==> src/lse_pkg.sv <==
package lse_pkg;

	localparam int HEADER_BITS   = 32;
	localparam int HEADER_PIXELS = (HEADER_BITS + 2) / 3;

	localparam int MSG_BYTES_W = 20;
	localparam int BITS_W      = 23;
	localparam int HDR_CNT_W   = 5;
	localparam int QUEUE_W     = 16;
	localparam int QCNT_W      = 5;
	localparam int PIX_W       = 8;
	localparam int BYTE_BITS   = 8;
	localparam int LEN_IDX_W   = 6;

	localparam logic [PIX_W-1:0] LSB_CLEAR = 8'hFE;

	typedef enum logic {
		CMD_BYTE  = 1'b0,
		CMD_PIXEL = 1'b1
	} cmd_t;

	typedef enum logic [1:0] {
		PH_HEADER  = 2'd0,
		PH_PAYLOAD = 2'd1,
		PH_PASS    = 2'd2
	} phase_t;

	typedef enum logic [1:0] {
		ST_OK       = 2'd0,
		ST_DROP     = 2'd1,
		ST_UNDERRUN = 2'd2
	} status_t;

	typedef struct packed {
		logic [HDR_CNT_W-1:0] hdr_cnt;
		logic [BITS_W-1:0]    bits_written;
		logic [QUEUE_W-1:0]   queue;
		logic [QCNT_W-1:0]    q_count;
	} emb_state_t;

endpackage

==> src/lsb_stego_embedder.sv <==
// LSB embedder for an RGB pixel stream. Push message bytes (cmd 0) and pixels (cmd 1)
// through one valid/ready channel; every word yields exactly one result word. The
// first header pixels carry the message length in bits, then pixels carry the queued
// message bits MSB first, then pixels pass unchanged. One word is taken per clock
// while the result word is not stalled; a word passes the input register, then the step
// logic that updates the embed state and fills the result register in the same cycle.
// Write msg_bytes only while the block is idle.
module lsb_stego_embedder import lse_pkg::*; (
	input  logic                    clk,
	input  logic                    arst_n,
	input  logic                    in_valid,
	output logic                    in_ready,
	input  logic                    cmd,
	input  logic [7:0]              msg_byte,
	input  logic [PIX_W-1:0]        red_in,
	input  logic [PIX_W-1:0]        green_in,
	input  logic [PIX_W-1:0]        blue_in,
	output logic                    out_valid,
	input  logic                    out_ready,
	output logic [PIX_W-1:0]        red_out,
	output logic [PIX_W-1:0]        green_out,
	output logic [PIX_W-1:0]        blue_out,
	output logic [1:0]              phase,
	output logic [1:0]              status,
	input  logic                    cfg_we,
	input  logic [MSG_BYTES_W-1:0] cfg_wdata
);

	logic [MSG_BYTES_W-1:0] msg_bytes_q;
	emb_state_t             st_q;
	emb_state_t             st_nxt;

	logic                   valid_s1;
	logic                   cmd_s1;
	logic [7:0]             byte_s1;
	logic [PIX_W-1:0]       red_s1;
	logic [PIX_W-1:0]       green_s1;
	logic [PIX_W-1:0]       blue_s1;

	logic                   valid_s2;
	logic [PIX_W-1:0]       red_s2;
	logic [PIX_W-1:0]       green_s2;
	logic [PIX_W-1:0]       blue_s2;
	phase_t                 phase_s2;
	status_t                status_s2;

	logic [PIX_W-1:0]       red_res;
	logic [PIX_W-1:0]       green_res;
	logic [PIX_W-1:0]       blue_res;
	phase_t                 phase_res;
	status_t                status_res;

	logic                   ready_s2;
	logic                   adv_s1;

	assign ready_s2 = !valid_s2 || out_ready;
	assign adv_s1   = valid_s1 && ready_s2;
	assign in_ready = !valid_s1 || ready_s2;

	lse_step u_step (
		.st         (st_q),
		.msg_bytes  (msg_bytes_q),
		.cmd        (cmd_s1),
		.msg_byte   (byte_s1),
		.red_in     (red_s1),
		.green_in   (green_s1),
		.blue_in    (blue_s1),
		.st_nxt     (st_nxt),
		.red_res    (red_res),
		.green_res  (green_res),
		.blue_res   (blue_res),
		.phase_res  (phase_res),
		.status_res (status_res)
	);

	always_ff @(posedge clk or negedge arst_n) begin
		if (!arst_n) begin
			msg_bytes_q <= '0;
			st_q        <= '0;
			valid_s1    <= 1'b0;
			valid_s2    <= 1'b0;
		end else begin
			if (cfg_we) begin
				msg_bytes_q <= cfg_wdata;
			end
			if (in_ready) begin
				valid_s1 <= in_valid;
			end
			if (ready_s2) begin
				valid_s2 <= valid_s1;
			end
			// advance the embed state once per word leaving the input register
			if (adv_s1) begin
				st_q <= st_nxt;
			end
		end
	end

	always_ff @(posedge clk) begin
		if (in_ready && in_valid) begin
			cmd_s1   <= cmd;
			byte_s1  <= msg_byte;
			red_s1   <= red_in;
			green_s1 <= green_in;
			blue_s1  <= blue_in;
		end
		if (adv_s1) begin
			red_s2    <= red_res;
			green_s2  <= green_res;
			blue_s2   <= blue_res;
			phase_s2  <= phase_res;
			status_s2 <= status_res;
		end
	end

	assign out_valid = valid_s2;
	assign red_out   = red_s2;
	assign green_out = green_s2;
	assign blue_out  = blue_s2;
	assign phase     = phase_s2;
	assign status    = status_s2;

endmodule

==> src/lse_step.sv <==
module lse_step import lse_pkg::*; (
	input  emb_state_t              st,
	input  logic [MSG_BYTES_W-1:0] msg_bytes,
	input  logic                    cmd,
	input  logic [7:0]              msg_byte,
	input  logic [PIX_W-1:0]        red_in,
	input  logic [PIX_W-1:0]        green_in,
	input  logic [PIX_W-1:0]        blue_in,
	output emb_state_t              st_nxt,
	output logic [PIX_W-1:0]        red_res,
	output logic [PIX_W-1:0]        green_res,
	output logic [PIX_W-1:0]        blue_res,
	output phase_t                  phase_res,
	output status_t                 status_res
);

	logic [BITS_W-1:0]            total;
	logic [2**LEN_IDX_W-1:0]      len_ext;
	phase_t                       ph;

	assign total   = {msg_bytes, 3'b000};
	assign len_ext = (2**LEN_IDX_W)'(total);

	always_comb begin
		if (st.hdr_cnt < HDR_CNT_W'(HEADER_PIXELS)) begin
			ph = PH_HEADER;
		end else if (st.bits_written < total) begin
			ph = PH_PAYLOAD;
		end else begin
			ph = PH_PASS;
		end
	end

	always_comb begin
		logic [2:0][PIX_W-1:0] ch;
		logic [BITS_W-1:0]     wr;
		logic [QCNT_W-1:0]     qc;
		logic [QCNT_W-1:0]     qm1;
		logic [6:0]            idx;
		status_t               stt;

		st_nxt = st;
		ch     = {blue_in, green_in, red_in};
		wr     = st.bits_written;
		qc     = st.q_count;
		qm1    = '0;
		idx    = '0;
		stt    = ST_OK;

		if (cmd == CMD_BYTE) begin
			ch = '0;
			// drop the word when fewer than eight bits are free
			if (qc > QCNT_W'(QUEUE_W - BYTE_BITS)) begin
				stt = ST_DROP;
			end else begin
				st_nxt.queue   = {st.queue[QUEUE_W-BYTE_BITS-1:0], msg_byte};
				st_nxt.q_count = qc + QCNT_W'(BYTE_BITS);
			end
		end else begin
			unique case (ph)
				PH_HEADER: begin
					for (int c = 0; c < 3; c++) begin
						idx   = 7'(st.hdr_cnt) * 7'd3 + 7'(c);
						ch[c] = (ch[c] & LSB_CLEAR) | PIX_W'(len_ext[idx[LEN_IDX_W-1:0]]);
					end
					st_nxt.hdr_cnt = st.hdr_cnt + 1'b1;
				end
				PH_PAYLOAD: begin
					// oldest queued bit sits at q_count - 1
					for (int c = 0; c < 3; c++) begin
						if (wr < total) begin
							if (qc == '0) begin
								stt = ST_UNDERRUN;
							end else begin
								qm1   = qc - 1'b1;
								ch[c] = (ch[c] & LSB_CLEAR) | PIX_W'(st.queue[qm1[3:0]]);
								qc    = qm1;
								wr    = wr + 1'b1;
							end
						end
					end
					st_nxt.q_count      = qc;
					st_nxt.bits_written = wr;
				end
				default: begin
				end
			endcase
		end

		red_res    = ch[0];
		green_res  = ch[1];
		blue_res   = ch[2];
		status_res = stt;
	end

	assign phase_res = ph;

endmodule

==> config.mk <==
export PLATFORM = sky130hd
export DESIGN_NAME = lsb_stego_embedder
export DESIGN_NICKNAME = d
export VERILOG_FILES = /design/src/lse_pkg.sv /design/src/lsb_stego_embedder.sv /design/src/lse_step.sv
export SDC_FILE = /design/constraint.sdc
export NUM_CORES = 1
export LEC_CHECK = 0
export ABC_AREA = 1
export BUFFER_PORTS_ARGS = -buffer_cell sky130_fd_sc_hd__buf_4
export CELL_PAD_IN_SITES_DETAIL_PLACEMENT = 1
export CELL_PAD_IN_SITES_GLOBAL_PLACEMENT = 2
export CORE_ASPECT_RATIO = 1.4
export CORE_UTILIZATION = 38
export DETAILED_ROUTE_END_ITERATION = 7
export PLACE_DENSITY = 0.87
export SYNTH_ARGS = -nofsm -noshare
export SYNTH_HDL_FRONTEND = slang
export SYNTH_SLANG_ARGS = --single-unit
==> constraint.sdc <==
create_clock -name clk -period 15.5 [get_ports clk]
set_input_delay 3.875 -clock clk [delete_from_list [all_inputs] [get_ports clk]]
set_output_delay 3.875 -clock clk [all_outputs]
set_load 0.005 [all_outputs]
==> flow_summary.yaml <==
clock_network:
  cts_hold_buf: 0
  post_cts_buffers: 0
  cts_root_buf: "clkbuf_16"
  clock_sink_count: 132
  clkTransAtPathRegs_ns: 0.07
  cts_buffers: 17
  clk_latency_ns: 0.45
  cts_htree_levels: 4
  cts_tree: "built"
  clock_path_buffers: 2
  post_cts_resized: 0
grt:
  grt_pass1_vias: 11000
  grt_max_degree: 62
  overflow: 0
  grt_pass1_wl_mm: 61.1
  grt_usage_pct: 27.9
  antenna_found_initial: 0
layout:
  layout-drive-gt1-share_pct: 14.9
  register_area_sq_um: 3610
  antenna_cells: 0
  final_util_pct: 44.3
  nNetsFinal: 1719
  fin_area_sq_um: 12300
  multi_input_area_sq_um: 6210
  area_growth_pct: 13.6
  nFillCells: 3536
worst_setup_path:
  end_kind: "register"
  worstPathMaxFanout: 29
  endpoint: "blue_out[0]"
  cp_slowest_cell: "dfrtp_1"
  worstSetupStartpoint: "st_q[0]"
  cp-start-kind: "register"
  ff2ff_path_depth: 35
  reg2reg_to: "blue_out[0]"
  crit_type: "register to register"
  required_ns: 15.68
  worstPathArrival_ns: 8.56
  reg2reg_from: "st_q[0]"
  cpPeakStageDelay_ns: 0.59
  rrSetupSlack_ns: 7.12
  crit_top_cell: "inv_1"
synth:
  syn-mean-instance-area_sq_um: 7.16
  async_reset_ff_share_pct: 53.8
  ys_ff_latch: 132
  syn_nets: 1650
  synth.distinct_cells: 61
  yosys_warnings: 0
  synthFlopType: "dfrtp_1"
  ys_seq_area_share_pct: 33.2
  synth_edf_count: 61
  postSynthCellCount: 1517
  netlist_area_sq_um: 10900
power_and_ir_drop:
  p_leak_nw: 6.05
  peakVddDrop_mv: 0.0949
  p_seq_share_pct: 22.7
  power_density_nw_per_um2: 195
  switchingPower_mw: 1.28
  power.total_mw: 2.40
  comb_power_share_pct: 60.4
  p_clk_share_pct: 16.9
  switching_share_pct: 53.3
  p_int_mw: 1.12
drt:
  wl_mm: 39.0
  drt-vias-per-instance: 5.33
  drc: 0
  avgRoutedWirePerCell_um: 19.8
  vias: 10500
  ant_nets: 0
  dr.pass1.iters: 5
  drt-initial-drc-count: 417
timing:
  rsz0062_at_grt: "false"
  relSlewSlack_pct: 22.6
  finalSetupTns_ns: 0
  period_needed_ns: 8.38
  min_period_over_period_pct: 54.0
  finalSetupViolations: 0
  worst_slew_pin_slew_ns: 1.16
  fin_ws_ns: 7.12
  finalHoldViolations: 0
  max_freq_ghz: 0.119
  clock_skew_ns: 0.0260
  slew_violations: 0
floorplan:
  die-area_sq_um: 29300
  io_pins: 88
  die_h_um: 202
  chipWidth_um: 145
  fp-row-count: 72
  initial_core_util_pct: 39.0
  core_sq_um: 27800
placement:
  dp_slack_ns: 7.21
  place_hpwl_mm: 30.3
  port_buffers: 87
  finalWeightedCongestion: 0.945
  dpl_cell_area_sq_um: 11800
run:
  cap_violations: 0
run_status:
  status: "finished, final reports clean"
hold_path:
  hold_path.class: "register to register"
## placed cells by master, fill, tap and decap left out, types with 6 or more instances in the layout
cell type  netlist  routed
a21oi_1         56      56
buf_4            5      93
clkbuf_16        0      17
dfrtp_1         71      71
edfxtp_1        61      61
ha_1            74      74
inv_1          177     177
inv_2           24      24
nand2_1        472     472
nand2_2         30      30
nand2_4          8       8
nand3_1         95      95
nand4_1         27      27
nor2_1         105     104
nor2_2          16      17
nor2_4           6       6
nor3_1          13      12
o211ai_1        13      13
o21ai_0        103     103
o21ai_1         12      12
xor2_1          34      34
## worst min-delay path by stage
stage / startpoint / endpoint / slack (ns) / depth (start not counted)
2_1_floorplan: byte_s1[5] / st_q[10] / 0.43 / 2
3_5_place_dp: byte_s1[5] / st_q[10] / 0.45 / 2
4_1_cts: byte_s1[5] / st_q[10] / 0.47 / 2
3_3_place_gp: byte_s1[1] / st_q[6] / 0.44 / 2
5_1_grt: byte_s1[5] / st_q[10] / 0.49 / 2
6_report: byte_s1[4] / st_q[9] / 0.46 / 2
## final cells by class
cell class / instances / area share [%]
clock buffer: 17 / 3.45
inverter: 208 / 6.40
multi-input combinational: 1134 / 50.3
timing repair buffer: 93 / 5.66
clock inverter: 15 / 1.11
tap: 370 / 3.76
sequential: 132 / 29.3
## cells in the mapped netlist (13+ instances only)
library cell | n | area [sq um]
nand2_1 | 472 | 1770
dfrtp_1 | 71 | 1780
inv_1 | 177 | 664
edfxtp_1 | 61 | 1830
ha_1 | 74 | 926
o211ai_1 | 13 | 97.6
o21ai_0 | 103 | 515
nand2_2 | 30 | 188
nor2_2 | 16 | 100
nand3_1 | 95 | 475
nand4_1 | 27 | 169
a21oi_1 | 56 | 280
nor2_1 | 105 | 394
nor3_1 | 13 | 65.1
xor2_1 | 34 | 298
clkbuf_1 | 21 | 78.8
inv_2 | 24 | 90.1
## critical path, delay by kind of cell, from the launching register on
| kind | cells | cell delay [ns] |
|---|---|---|
| simple gates | 15 | 2.73 |
| buf+inv | 9 | 2.26 |
| compound gates | 6 | 0.96 |
| fa+ha+maj | 3 | 0.89 |
| xor+xnor | 2 | 0.65 |
| flops | 1 | 0.59 |
## cell families after synthesis
kind of cell               count (synthesis)  synth area share [%]
and+or+nand+nor                          796                  32.8
buffers and inverters                    251                  9.66
DFF                                      132                  33.2
xor gates and xnor gates                  43                  3.95
adders and majority gates                 75                  8.71
AOI/OAI and AO/OA                        220                  11.6
## metrics by stage
| step | hold WS (ns) | instances |
|---|---|---|
| 2_1_floorplan | 0.430 | 1517 |
| 3_3_place_gp | 0.442 | 1937 |
| 3_5_place_dp | 0.451 | 1937 |
| 4_1_cts | 0.468 | 1969 |
| 5_1_grt | 0.494 | 1969 |
| 6_report | 0.464 | 1969 |
## power by group through the flow
stage / registers (mW) / logic (mW) / clock network [mW]
2_1_floorplan: 0.506 / 1.04 / 0
3_3_place_gp: 0.546 / 1.41 / 0
3_5_place_dp: 0.548 / 1.44 / 0
4_1_cts: 0.543 / 1.45 / 0.410
5_1_grt: 0.552 / 1.63 / 0.421
6_report: 0.543 / 1.45 / 0.406
## state kept, by name, summed over array words and instances (netlist names)
| register | flops |
|---|---|
| st_q | 49 |
| msg_bytes_q | 20 |
| blue_out | 8 |
| blue_s1 | 8 |
| byte_s1 | 8 |
| green_out | 8 |
| green_s1 | 8 |
| red_out | 8 |
| red_s1 | 8 |
| phase | 2 |
| status | 2 |
| cmd_s1 | 1 |
| out_valid | 1 |
| valid_s1 | 1 |
## routing by layer
layer,global-route usage [%],part of all wire (%),vias up
met4,13.1,4.6,0
met5,0,0,-
li1,-,-,5075
met2,51.8,53,184
met3,2.44,2.3,91
met1,31.6,40,5140
Power figures use the tool's default switching activity.
